**src/design/trapezoidal_trajectory_step_top_defines.svh**
```systemverilog
// Assertion macros shared by the trapezoidal trajectory step block.
`ifndef TRAPEZOIDAL_TRAJECTORY_STEP_TOP_DEFINES_SVH
`define TRAPEZOIDAL_TRAJECTORY_STEP_TOP_DEFINES_SVH
// Same-cycle implication, checked outside of reset.
`define RTTS_ASSERT_NOW(lbl, clk, rst_n, a, c) \
    lbl: assert property (@(posedge clk) disable iff (!rst_n) (a) |-> (c)) \
        else $error("rtts check failed");
// Next-cycle implication, checked outside of reset.
`define RTTS_ASSERT_NEXT(lbl, clk, rst_n, a, c) \
    lbl: assert property (@(posedge clk) disable iff (!rst_n) (a) |=> (c)) \
        else $error("rtts check failed");
`endif

```
**src/design/rtts_pkg.sv**
```systemverilog
// Package with types and constants of the trapezoidal trajectory step block.
`timescale 1ns / 1ps
package rtts_pkg;
    localparam int W_VAL = 32;
    localparam int W_LIM = 31;
    localparam int W_DT  = 24;
    localparam int W_CNT = 5;

    localparam logic [W_DT-1:0] DT_MAX     = 24'd8388608;
    localparam logic [W_DT-1:0] DT_DEFAULT = 24'd16777;

    localparam logic CFG_SPEED = 1'b0;
    localparam logic CFG_ACCEL = 1'b1;

    typedef enum logic [2:0] {
        ST_IDLE, ST_SETUP, ST_MUL1, ST_PICK, ST_STEP, ST_MUL2, ST_LAND, ST_OUT
    } t_state;

    typedef struct packed {
        logic              restart;
        logic [W_VAL-1:0]  mvel;
        logic [W_VAL-1:0]  mpos;
        logic [W_DT-1:0]   dt;
        logic [W_VAL-1:0]  goal;
    } t_item;

    typedef struct packed {
        logic [W_LIM-1:0] speed;
        logic [W_LIM-1:0] accel;
    } t_cfg;

    typedef struct packed {
        logic [W_VAL-1:0] acc;
        logic [W_VAL-1:0] vel;
        logic [W_VAL-1:0] pos;
    } t_result;
endpackage

```
**src/design/rtts_mul.sv**
```systemverilog
// Bit-serial shift-add multiplier, one multiplier bit per cycle.
`timescale 1ns / 1ps
module rtts_mul
    import rtts_pkg::*;
(
    input  logic               i_clk,
    input  logic               i_rst_n,
    input  logic               i_start,
    input  logic [W_VAL-1:0]   i_mcand,
    input  logic [W_VAL-1:0]   i_mplier,
    output logic [2*W_VAL-1:0] o_prod,
    output logic               o_done
);
    logic [W_VAL-1:0] r_mcand;
    logic [W_VAL-1:0] r_hi;
    logic [W_VAL-1:0] r_lo;
    logic [W_CNT-1:0] r_cnt;
    logic             r_busy;
    logic             r_done;
    logic [W_VAL:0]   w_sum;

    assign w_sum = {1'b0, r_hi} + (r_lo[0] ? {1'b0, r_mcand} : {(W_VAL+1){1'b0}});

    always_ff @(posedge i_clk) begin
        if (!i_rst_n) begin
            r_busy <= 1'b0;
            r_done <= 1'b0;
            r_cnt  <= '0;
        end else begin
            r_done <= 1'b0;
            if (i_start) begin
                r_busy <= 1'b1;
                r_cnt  <= '0;
            end else if (r_busy) begin
                r_cnt <= r_cnt + 1'b1;
                if (r_cnt == {W_CNT{1'b1}}) begin
                    r_busy <= 1'b0;
                    r_done <= 1'b1;
                end
            end
        end
    end

    // The partial sum shifts right one place a cycle; after all steps the
    // product sits in the high and low halves.
    always_ff @(posedge i_clk) begin
        if (i_start) begin
            r_mcand <= i_mcand;
            r_hi    <= '0;
            r_lo    <= i_mplier;
        end else if (r_busy) begin
            r_hi <= w_sum[W_VAL:1];
            r_lo <= {w_sum[0], r_lo[W_VAL-1:1]};
        end
    end

    assign o_prod = {r_hi, r_lo};
    assign o_done = r_done;
endmodule

```
**src/design/rtts_core.sv**
```systemverilog
// Step sequencer and profile state of the trapezoidal trajectory block.
`timescale 1ns / 1ps
module rtts_core
    import rtts_pkg::*;
(
    input  logic    i_clk,
    input  logic    i_rst_n,
    input  t_cfg    i_cfg,
    input  logic    i_start,
    input  t_item   i_item,
    output logic    o_idle,
    output logic    o_res_valid,
    input  logic    i_res_ready,
    output t_result o_res
);
    t_state r_state, n_state;
    logic             r_seeded, n_seeded;
    logic [W_VAL-1:0] r_pos, n_pos, r_vel, n_vel, r_acc, n_acc, r_goal, n_goal;
    logic [W_VAL-1:0] r_dist, n_dist, r_speed, n_speed;
    logic [W_DT-1:0]  r_dt, n_dt;
    logic             r_dpos, n_dpos, r_dneg, n_dneg;

    logic [2*W_VAL-1:0] w_p0, w_p1, w_p2;
    logic               w_d0, w_d1, w_d2;
    logic               w_st0, w_st1;
    logic [W_VAL-1:0]   w_m0a, w_m0b;
    logic               w_aon;

    logic [W_VAL:0]     w_err;
    logic [W_VAL:0]     w_errmag;
    logic [W_VAL-1:0]   w_spd;
    logic [W_VAL-1:0]   w_vmag;
    logic               w_almost, w_alneg, w_stop, w_below, w_tow, w_away;
    logic               w_apos, w_aneg;
    logic [W_VAL+1:0]   w_dv, w_v, w_vlim;
    logic [W_VAL-1:0]   w_smag;
    logic [W_VAL+1:0]   w_p;
    logic [W_VAL+1:0]   w_pmax, w_pmin;
    logic [W_DT-1:0]    w_dtin;

    assign w_aon = (i_cfg.accel != '0);
    assign w_err = {r_goal[W_VAL-1], r_goal} - {r_pos[W_VAL-1], r_pos};
    assign w_errmag = w_err[W_VAL] ? (~w_err + 1'b1) : w_err;
    assign w_spd  = r_vel[W_VAL-1] ? (~r_vel + 1'b1) : r_vel;
    assign w_vmag = w_spd;

    assign w_st0 = ((r_state == ST_SETUP) && w_aon) || (r_state == ST_STEP);
    assign w_st1 = (r_state == ST_SETUP) && w_aon;
    assign w_m0a = (r_state == ST_SETUP) ? w_spd : w_vmag;
    assign w_m0b = (r_state == ST_SETUP) ? w_spd : {{(W_VAL-W_DT){1'b0}}, r_dt};

    rtts_mul u_mul0 (.i_clk(i_clk), .i_rst_n(i_rst_n), .i_start(w_st0),
        .i_mcand(w_m0a), .i_mplier(w_m0b), .o_prod(w_p0), .o_done(w_d0));
    rtts_mul u_mul1 (.i_clk(i_clk), .i_rst_n(i_rst_n), .i_start(w_st1),
        .i_mcand(w_errmag[W_VAL-1:0]), .i_mplier({i_cfg.accel, 1'b0}),
        .o_prod(w_p1), .o_done(w_d1));
    rtts_mul u_mul2 (.i_clk(i_clk), .i_rst_n(i_rst_n), .i_start(w_st1),
        .i_mcand({1'b0, i_cfg.accel}), .i_mplier({{(W_VAL-W_DT){1'b0}}, r_dt}),
        .o_prod(w_p2), .o_done(w_d2));

    // Stop test: floor(v^2 / 2a) >= d exactly when v^2 >= 2a * d.
    assign w_almost = (r_dist == '0) &&
                      ({{(2*W_VAL-W_VAL-W_DT){1'b0}}, r_speed, {W_DT{1'b0}}} < w_p2);
    assign w_alneg  = (r_dpos && r_vel[W_VAL-1]) ||
                      (r_dneg && !r_vel[W_VAL-1] && (r_vel != '0));
    assign w_stop   = (w_p0 >= w_p1);
    assign w_below  = (r_speed < {1'b0, i_cfg.speed});
    assign w_tow    = w_alneg || (!w_stop && w_below);
    assign w_away   = !w_alneg && w_stop;
    assign w_apos   = (r_dpos && w_tow) || (r_dneg && w_away);
    assign w_aneg   = (r_dneg && w_tow) || (r_dpos && w_away);
    assign w_dv     = w_apos ? {3'b000, w_p2[W_DT+W_LIM-1:W_DT]} :
                      w_aneg ? (~{3'b000, w_p2[W_DT+W_LIM-1:W_DT]} + 1'b1) : '0;
    assign w_v      = {{2{r_vel[W_VAL-1]}}, r_vel} + w_dv;
    assign w_vlim   = {3'b000, i_cfg.speed};

    assign w_smag = w_p0[W_DT+W_VAL-1:W_DT];
    assign w_p    = r_vel[W_VAL-1] ? ({{2{r_pos[W_VAL-1]}}, r_pos} - {2'b00, w_smag}) :
                                     ({{2{r_pos[W_VAL-1]}}, r_pos} + {2'b00, w_smag});
    assign w_pmax = {3'b000, {(W_VAL-1){1'b1}}};
    assign w_pmin = {3'b111, {(W_VAL-1){1'b0}}};

    assign w_dtin = ((i_item.dt == '0) || (i_item.dt > DT_MAX)) ? DT_DEFAULT : i_item.dt;

    always_comb begin
        n_state  = r_state;
        n_seeded = r_seeded;
        n_pos = r_pos;  n_vel = r_vel;  n_acc = r_acc;  n_goal = r_goal;
        n_dist = r_dist;  n_speed = r_speed;  n_dt = r_dt;
        n_dpos = r_dpos;  n_dneg = r_dneg;
        o_idle = 1'b0;
        o_res_valid = 1'b0;
        unique case (r_state)
            ST_IDLE: begin
                o_idle = 1'b1;
                if (i_start) begin
                    if (!r_seeded || i_item.restart) begin
                        n_pos = i_item.mpos;
                        n_vel = i_item.mvel;
                        n_seeded = 1'b1;
                    end
                    n_goal  = i_item.goal;
                    n_dt    = w_dtin;
                    n_state = ST_SETUP;
                end
            end
            ST_SETUP: begin
                n_acc = '0;
                if (!w_aon) begin
                    n_pos = r_goal;
                    n_vel = '0;
                    n_state = ST_OUT;
                end else begin
                    n_dist  = w_errmag[W_VAL-1:0];
                    n_speed = w_spd;
                    n_dpos  = !w_err[W_VAL] && (w_err != '0);
                    n_dneg  = w_err[W_VAL];
                    n_state = ST_MUL1;
                end
            end
            ST_MUL1: begin
                if (w_d0 && w_d1 && w_d2) n_state = ST_PICK;
            end
            ST_PICK: begin
                if (w_almost) begin
                    n_pos = r_goal;
                    n_vel = '0;
                    n_state = ST_OUT;
                end else begin
                    if ($signed(w_v) > $signed(w_vlim)) n_vel = w_vlim[W_VAL-1:0];
                    else if ($signed(w_v) < -$signed(w_vlim))
                        n_vel = (~w_vlim[W_VAL-1:0]) + 1'b1;
                    else n_vel = w_v[W_VAL-1:0];
                    n_acc = w_apos ? {1'b0, i_cfg.accel} :
                            w_aneg ? (~{1'b0, i_cfg.accel} + 1'b1) : '0;
                    n_state = ST_STEP;
                end
            end
            ST_STEP: n_state = ST_MUL2;
            ST_MUL2: begin
                if (w_d0) n_state = ST_LAND;
            end
            ST_LAND: begin
                if (r_dist <= w_smag) begin
                    n_pos = r_goal;
                    n_vel = '0;
                    n_acc = '0;
                end else if ($signed(w_p) > $signed(w_pmax)) n_pos = w_pmax[W_VAL-1:0];
                else if ($signed(w_p) < $signed(w_pmin)) n_pos = w_pmin[W_VAL-1:0];
                else n_pos = w_p[W_VAL-1:0];
                n_state = ST_OUT;
            end
            ST_OUT: begin
                o_res_valid = 1'b1;
                if (i_res_ready) n_state = ST_IDLE;
            end
            default: n_state = ST_IDLE;
        endcase
    end

    always_ff @(posedge i_clk) begin
        if (!i_rst_n) begin
            r_state  <= ST_IDLE;
            r_seeded <= 1'b0;
            r_pos    <= '0;
            r_vel    <= '0;
        end else begin
            r_state  <= n_state;
            r_seeded <= n_seeded;
            r_pos    <= n_pos;
            r_vel    <= n_vel;
        end
    end

    always_ff @(posedge i_clk) begin
        r_acc <= n_acc;  r_goal <= n_goal;  r_dist <= n_dist;
        r_speed <= n_speed;  r_dt <= n_dt;  r_dpos <= n_dpos;  r_dneg <= n_dneg;
    end

    assign o_res.pos = r_pos;
    assign o_res.vel = r_vel;
    assign o_res.acc = r_acc;
endmodule

```
**src/design/trapezoidal_trajectory_step_top.sv**
```systemverilog
// Top level of the trapezoidal trajectory step block: stream ports and registers.
//
// One input transfer on the slave stream is one control tick: goal position,
// time step and measured position and velocity in tdata, the restart flag in
// tuser. Each tick gives one result transfer on the master stream holding the
// new position, velocity and applied acceleration, all signed Q16.16.
// A tick runs two passes of the bit-serial multipliers (squared speed, braking
// product and velocity change in parallel, then the position step) between
// sequencing states; with a zero acceleration limit the result skips them.
// A new tick is taken once the previous one has been handed to the output
// register, so a result may wait there while the next tick is computing.
// When the receiver stalls, the finished result waits in the sequencer and
// input ready stays low until the output register is free.
// Reset clears the profile state, marks it unseeded, and sets the speed limit
// to 1.0 and the acceleration limit to zero. Configuration writes take effect
// at once and should only be made while the block is idle.
`timescale 1ns / 1ps
`include "trapezoidal_trajectory_step_top_defines.svh"
module trapezoidal_trajectory_step_top
    import rtts_pkg::*;
(
    input  logic         i_clk,
    input  logic         i_rst_n,
    input  logic         i_s_tvalid,
    output logic         o_s_tready,
    // goal_position, step_time, measured_position, measured_velocity
    input  logic [119:0] i_s_tdata,
    // restart
    input  logic [0:0]   i_s_tuser,
    output logic         o_m_tvalid,
    input  logic         i_m_tready,
    // profile_position, profile_velocity, profile_accel
    output logic [95:0]  o_m_tdata,
    input  logic         i_cfg_we,
    input  logic         i_cfg_addr,
    input  logic [30:0]  i_cfg_wdata
);
    t_cfg    r_cfg;
    t_item   w_item;
    t_result w_res;
    t_result r_out;
    logic    r_m_valid;
    logic    w_idle, w_res_valid, w_res_ready, w_start;

    assign w_item.goal    = i_s_tdata[31:0];
    assign w_item.dt      = i_s_tdata[55:32];
    assign w_item.mpos    = i_s_tdata[87:56];
    assign w_item.mvel    = i_s_tdata[119:88];
    assign w_item.restart = i_s_tuser[0];

    assign o_s_tready  = w_idle;
    assign w_start     = i_s_tvalid && w_idle;
    assign w_res_ready = !r_m_valid || i_m_tready;

    always_ff @(posedge i_clk) begin
        if (!i_rst_n) begin
            r_cfg.speed <= 31'd65536;
            r_cfg.accel <= '0;
        end else if (i_cfg_we) begin
            unique case (i_cfg_addr)
                CFG_SPEED: r_cfg.speed <= i_cfg_wdata;
                CFG_ACCEL: r_cfg.accel <= i_cfg_wdata;
                default: ;
            endcase
        end
    end

    rtts_core u_core (
        .i_clk(i_clk), .i_rst_n(i_rst_n), .i_cfg(r_cfg), .i_start(w_start),
        .i_item(w_item), .o_idle(w_idle), .o_res_valid(w_res_valid),
        .i_res_ready(w_res_ready), .o_res(w_res)
    );

    always_ff @(posedge i_clk) begin
        if (!i_rst_n) begin
            r_m_valid <= 1'b0;
        end else if (w_res_valid && w_res_ready) begin
            r_m_valid <= 1'b1;
        end else if (i_m_tready) begin
            r_m_valid <= 1'b0;
        end
    end

    always_ff @(posedge i_clk) begin
        if (w_res_valid && w_res_ready) r_out <= w_res;
    end

    assign o_m_tvalid = r_m_valid;
    assign o_m_tdata  = {r_out.acc, r_out.vel, r_out.pos};

    `RTTS_ASSERT_NEXT(a_busy_after_take, i_clk, i_rst_n, w_start, !o_s_tready)
    `RTTS_ASSERT_NOW(a_snap_zero_vel, i_clk, i_rst_n,
        w_res_valid && (r_cfg.accel == '0), (w_res.vel == '0) && (w_res.acc == '0))
    `RTTS_ASSERT_NEXT(a_load_shows, i_clk, i_rst_n, w_res_valid && w_res_ready, o_m_tvalid)
endmodule

```
**config.mk**
```make
export PLATFORM = sky130hd
export DESIGN_NAME = trapezoidal_trajectory_step_top
export DESIGN_NICKNAME = d
export VERILOG_FILES = /design/src/design/rtts_pkg.sv /design/src/design/rtts_mul.sv /design/src/design/rtts_core.sv /design/src/design/trapezoidal_trajectory_step_top.sv
export VERILOG_INCLUDE_DIRS = /design/src /design/src/design
export SDC_FILE = /design/constraint.sdc
export NUM_CORES = 2
export LEC_CHECK = 0
export ABC_AREA = 1
export BUFFER_PORTS_ARGS = -buffer_cell sky130_fd_sc_hd__buf_2
export CELL_PAD_IN_SITES_DETAIL_PLACEMENT = 0
export CELL_PAD_IN_SITES_GLOBAL_PLACEMENT = 2
export CORE_AREA = 2 2 358 360
export DETAILED_ROUTE_END_ITERATION = 12
export DIE_AREA = 0 0 360 362
export PLACE_DENSITY = 0.82
export SLEW_MARGIN = 20
export SYNTH_ARGS = -nofsm -noshare
export SYNTH_HDL_FRONTEND = slang
export SYNTH_SLANG_ARGS = --single-unit
```
**constraint.sdc**
```tcl
create_clock -name i_clk -period 7.35 [get_ports i_clk]
set_clock_uncertainty 0.05 [all_clocks]
set_input_delay 1.47 -clock i_clk [delete_from_list [all_inputs] [get_ports i_clk]]
set_output_delay 1.47 -clock i_clk [all_outputs]
set_load 0.03 [all_outputs]
```
# Word level (Yosys, flattened, before mapping)
# Cells that the tools add are included.
# classes
add_sub_neg,16
n_mul,0
div_mod_pow,0
n_lt_le_gt_ge,9
n_eq_ne,19
shifts,0
muxes,58
bitwise_logic,10
reduce_logical,56
# ops
operator,n
$mux W32,26
$pmux W32 S4,2
$add A32 B1 Y32 const B,4
$mux W34,3
$pmux W32 S3,1
$add A32 B33 Y33,2
$ge A64 B64 Y1,1
$lt A56 B64 Y1,1
$not A31 Y32,2
$not A32 Y32,2
$mux W24,2
$add A32 B33 Y34,1
$add A34 B1 Y34 const B,1
$add A34 B34 Y34,1
$gt A34 B32 Y1,1
$gt A34 B32 Y1 const B,1
$lt A34 B32 Y1 const B,1
$lt A34 B34 Y1,1
$neg A31 Y34,1
$not A31 Y34,1
$sub A32 B33 Y34,1
$add A32 B31 Y33,1
$reduce_bool A33 Y1,1
$sub A32 B32 Y33,1
33 further kinds,109
# word_totals
register_bits,689
latch_bits,0
mem_bits_rw,0
mem_bits_ro,0
output_inout_bits,98
memories,0

# Depth between registers and ports, before layout
# logic_depth
ltp_word,16
mapped_depth,58

# By module
# From an unflattened synthesis, not the netlist that was laid out.
# hier_totals
hier_cells,7021
hier_area_um2,50230.7
# modules_own_cells
mod,instances,cells_each,area_each_um2,seq_area_each_um2
rtts_core,1,3845,25756.0,5985.7
rtts_mul (u_core.u_mul0),1,911,6371.1,2702.6
rtts_mul (u_core.u_mul1),1,911,6356.1,2702.6
rtts_mul (u_core.u_mul2),1,911,6331.1,2702.6
trapezoidal_trajectory_step_top,1,443,5416.4,4144.0

# Worst setup path after synthesis
# Ideal clock, no wire load.
# synth_path
path_kind,input -> register
startpoint,in i_m_tready
endpoint,"reg r_out (netlist bit o_m_tdata[0]), enable pin"
setup_time_ns,0.552
arrival_time_ns,5.521
required_time_ns,6.748
path_slack_ns,1.227
path_stages,2
n_path_buf,0
cell_sequence,nor2_1 > nor2_1
# synth_via
elab_chain_len,2
# synth_lines
item,line_no,text
"start, declared",trapezoidal_trajectory_step_top.sv:31,"input logic i_m_tready,"
$logic_or A1 B1 Y1,trapezoidal_trajectory_step_top.sv:53,assign w_res_ready = !r_m_valid || i_m_tready;
$logic_and A1 B1 Y1,trapezoidal_trajectory_step_top.sv:85,if (w_res_valid && w_res_ready) r_out <= w_res;
"end signal, assigned",trapezoidal_trajectory_step_top.sv:85,
"end, declared",trapezoidal_trajectory_step_top.sv:41,t_result r_out;
# No other way between the ends.
# A chain may end at the register's enable or synchronous reset.

# Worst setup path in the final report
# layout_path
startpoint,reg r_cfg[60] (netlist bit)
endpoint,reg u_core.r_vel[0]
# layout_via
elab_chain_len,13
elab_cells_between_ends,17
classes_between,2 x add/sub; 3 x order compare; 6 x mux; 6 x reduce/logical
# layout_lines
item,line_no,text
"start, declared",trapezoidal_trajectory_step_top.sv:38,t_cfg r_cfg;
$lt A32 B31 Y1,rtts_core.sv:67,"assign w_below = (r_speed < {1'b0, i_cfg.speed});"
$logic_and A1 B1 Y1,rtts_core.sv:68,assign w_tow = w_alneg || (!w_stop && w_below);
$logic_or A1 B1 Y1,rtts_core.sv:68,
$logic_and A1 B1 Y1,rtts_core.sv:71,assign w_aneg = (r_dneg && w_tow) || (r_dpos && w_away);
$logic_or A1 B1 Y1,rtts_core.sv:71,
$mux W34,rtts_core.sv:73,"w_aneg ? (~{3'b000, w_p2[W_DT+W_LIM-1:W_DT]} + 1'b1) : '0;"
$mux W34,rtts_core.sv:72,"assign w_dv = w_apos ? {3'b000, w_p2[W_DT+W_LIM-1:W_DT]} :"
$add A34 B34 Y34,rtts_core.sv:74,"assign w_v = {{2{r_vel[W_VAL-1]}}, r_vel} + w_dv;"
$lt A34 B34 Y1,rtts_core.sv:131,else if ($signed(w_v) < -$signed(w_vlim))
$mux W32,rtts_core.sv:131,
$mux W32 (*),rtts_core.sv:130,if ($signed(w_v) > $signed(w_vlim)) n_vel = w_vlim[W_VAL-1:0];
$mux W32 (*),rtts_core.sv:125,if (w_almost) begin
$pmux W32 S4 (*),rtts_core.sv:93,unique case (r_state)
"end signal, assigned",rtts_core.sv:171,r_vel <= n_vel;
"end, declared",rtts_core.sv:18,"logic [W_VAL-1:0] r_pos, n_pos, r_vel, n_vel, r_acc, n_acc, r_goal, n_goal;"
# Every way passes the cells marked *; elsewhere a longest branch is shown, timed or not.

==> reports/metrics.yaml <==
routing:
  avgViaCountPerCell: 5.329
  num_vias: 43050
  ant_nets: 0
  wl_per_cell_um: 22.45
  drtPass1Iterations: 6
  drc: 0
  dr.first_iter.drc_count: 4327
  routed_wl_mm: 181.3
yosys:
  netlist_area_um2: 46450
  synth-seq-cells: 657
  yosysUniqueCellTypes: 71
  ys.flop_type: "edfxtp_1"
  synth_edf_count: 400
  synth_nets: 6658
  postSynthAreaPerCell_um2: 7.656
  ys_seq_area_share_pct: 36.93
  ys_warn_count: 0
  async_flop_share_pct: 0
  syn_inst: 6068
critical_path:
  path_buf_inv: 5
  start_kind: "flip-flop"
  crit_family: "simple AND/OR/NAND/NOR gates"
  max_stage_delay_ps: 490
  end_kind: "flip-flop"
  critPathMaxFanout: 23
  crit_type: "reg2reg"
  cpMaxStageDelayCell: "nor3b_1"
  cp.arrival_ps: 7370
  required_ps: 7870
sta:
  worst_pin_slew_ps: 1321
  fmax_ghz: 0.1460
  post-route-period-util_pct: 93.18
  fin_crit_ps: 6849
  setup_violations: 0
  finalHoldViolCount: 0
  relSlewSlack_pct: 11.00
  finalSetupTns_ps: 0
  slew_violations: 0
  worst_slack_ps: 500.9
  holdWs_ps: 366.9
finish:
  fin_area_um2: 52990
  drive_gt1_share_pct: 10.29
  area_delta_synth_final_pct: 14.07
  nets: 6938
  fillCellCount: 13060
global_route:
  grt_pass1_vias: 40840
  grt_pass1_wl_mm: 267.4
  overflow: 0
  antenna_found_initial: 8
  grt_max_degree: 100
  grt_util_all_layers_pct: 27.24
placement:
  port_buffers: 255
  pre_cts_slack_ps: 69.38
  gp_congestion: 0.9500
  dpl.hpwl_mm: 143.7
  placed_cell_area_um2: 50060
clocking:
  cts-root-buf: "clkbuf_16"
  cts_tree: "built"
  clock_path_buffers: 3
  path_clk_slew_ps: 60
  htreeDepth: 3
  cts_sinks: 657
  worstSkewPairLatency_ps: 710
  cts_inserted_buffers: 80
run:
  maxCapViolCount: 0
floorplanning:
  initial_utilization_pct: 36.66
  die_y_um: 362
  die_area_um2: 130300
  fp.dieW_um: 360
  io_pins: 256
  rows: 131
  coreArea_um2: 126700
run_status:
  run_status: "completed"
worst_hold_path:
  hp-class: "reg2reg"
==> worst paths after layout <==
path                            depth (start not counted)  slack [ps]                           start                           end
worst max register to register                         33         500          r_cfg[60]$_SDFFE_PN0P_  u_core.r_vel[0]$_SDFFE_PN0P_
worst min-delay path                                    0         370  u_core.r_acc[22]$_SDFFCE_PN0P_       o_m_tdata[86]$_DFFE_PP_
worst min register to register                          0         370  u_core.r_acc[22]$_SDFFCE_PN0P_       o_m_tdata[86]$_DFFE_PP_
worst max-delay path                                   33         500          r_cfg[60]$_SDFFE_PN0P_  u_core.r_vel[0]$_SDFFE_PN0P_
==> per-layer routing <==
metal / vias to the layer above / global-route usage (%) / wire length (um)
met1: 20330 / 40.86 / 88170
met5: - / 0 / 31
li1: 20980 / - / -
met2: 1529 / 40.17 / 74930
met3: 200 / 4.927 / 14340
met4: 6 / 6.253 / 3860
==> cell usage after synthesis, drive strengths merged, types with 27 or more instances <==
cell	instances	share of area, %
nor3	102	1.3
nand4	75	1.0
a211oi	69	1.1
nor2	526	4.3
inv	893	7.2
buf	52	0.67
a21oi	612	6.7
ha	426	11
xor2	200	3.8
o211ai	28	0.45
dfxtp	257	11
xnor2	65	1.2
nand2	1214	9.9
a31oi	36	0.48
o21ai	448	4.9
o21a	27	0.44
clkbuf	129	1.0
edfxtp	400	26
nor4	48	0.66
nand3	290	3.3
==> logic make-up after synthesis <==
kind of cell | after synthesis | share of synthesized area (%)
AOI/OAI and AO/OA | 1331 | 16.14
xor gates and xnor gates | 265 | 5.012
adders and majority gates | 432 | 11.73
buffers and inverters | 1079 | 8.969
DFF | 657 | 36.93
and+or+nand+nor | 2304 | 21.22
==> worst register-to-register path: cells and delay by family, from the launching register on <==
family / cells / cell delay, ps
and+or+nand+nor: 14 / 2240
buffers and inverters: 5 / 840
xor gates and xnor gates: 1 / 270
AOI/OAI and AO/OA: 10 / 1810
adders and majority gates: 3 / 1110
DFF: 1 / 390
==> cell usage in the layout, fill, tap and decap left out, drive strengths merged, types with 69 or more instances in the layout <==
cell type and count:
a211oi 69, nor2 526, nor3 102, dfxtp 257
o21ai 448, clkbuf 88, nand3 290, a21oi 612
nand4 75, inv 893, ha 426, xor2 200
buf 379, edfxtp 400, nand2 1214
==> repair_timing <==
item | in CTS | in global routing
hold buffers | 0 | 0
setup endpoints to repair | 0 | 32
endpoints found under the hold margin | 0 | 0
setup buffers | 0 | 4
gates resized for setup | 0 | 25
==> state kept, by name, summed over array words and instances, names as in the netlist, 31 cells and up <==
register,flops
u_core.u_mul2.r_hi,32
u_core.u_mul0.r_lo,32
u_core.r_goal,32
u_core.u_mul1.r_lo,32
u_core.u_mul0.r_mcand,32
o_m_tdata,96
u_core.r_acc,32
u_core.u_mul2.r_lo,32
u_core.u_mul0.r_hi,32
u_core.r_pos,32
u_core.r_vel,32
r_cfg,62
u_core.u_mul1.r_mcand,32
u_core.u_mul2.r_mcand,31
u_core.r_speed,32
u_core.u_mul1.r_hi,32
==> layout make-up <==
type | count | area (um^2) | area share [%]
Multi-Input combinational cell | 4332 | 25280 | 47.71
Sequential cell | 657 | 17160 | 32.38
Inverter | 898 | 3376 | 6.370
Timing Repair Buffer | 379 | 2288 | 4.319
Tap cell | 1662 | 2079 | 3.924
Clock buffer | 88 | 2042 | 3.853
Clock inverter | 60 | 757.0 | 1.429
Antenna cell | 2 | 5.005 | 0.009445
==> through the flow <==
stage | utilization, % | std cells
after global placement | 39.51 | 7924
final | 41.82 | 8078
after global routing | 41.82 | 8076
after CTS | 41.72 | 8072
after floorplan | - | 6068
after detailed placement | 39.51 | 7924
Power is left out: the tool's default activity adds up to more than one toggle a clock period on the data nets, which glitch-free logic cannot reach.
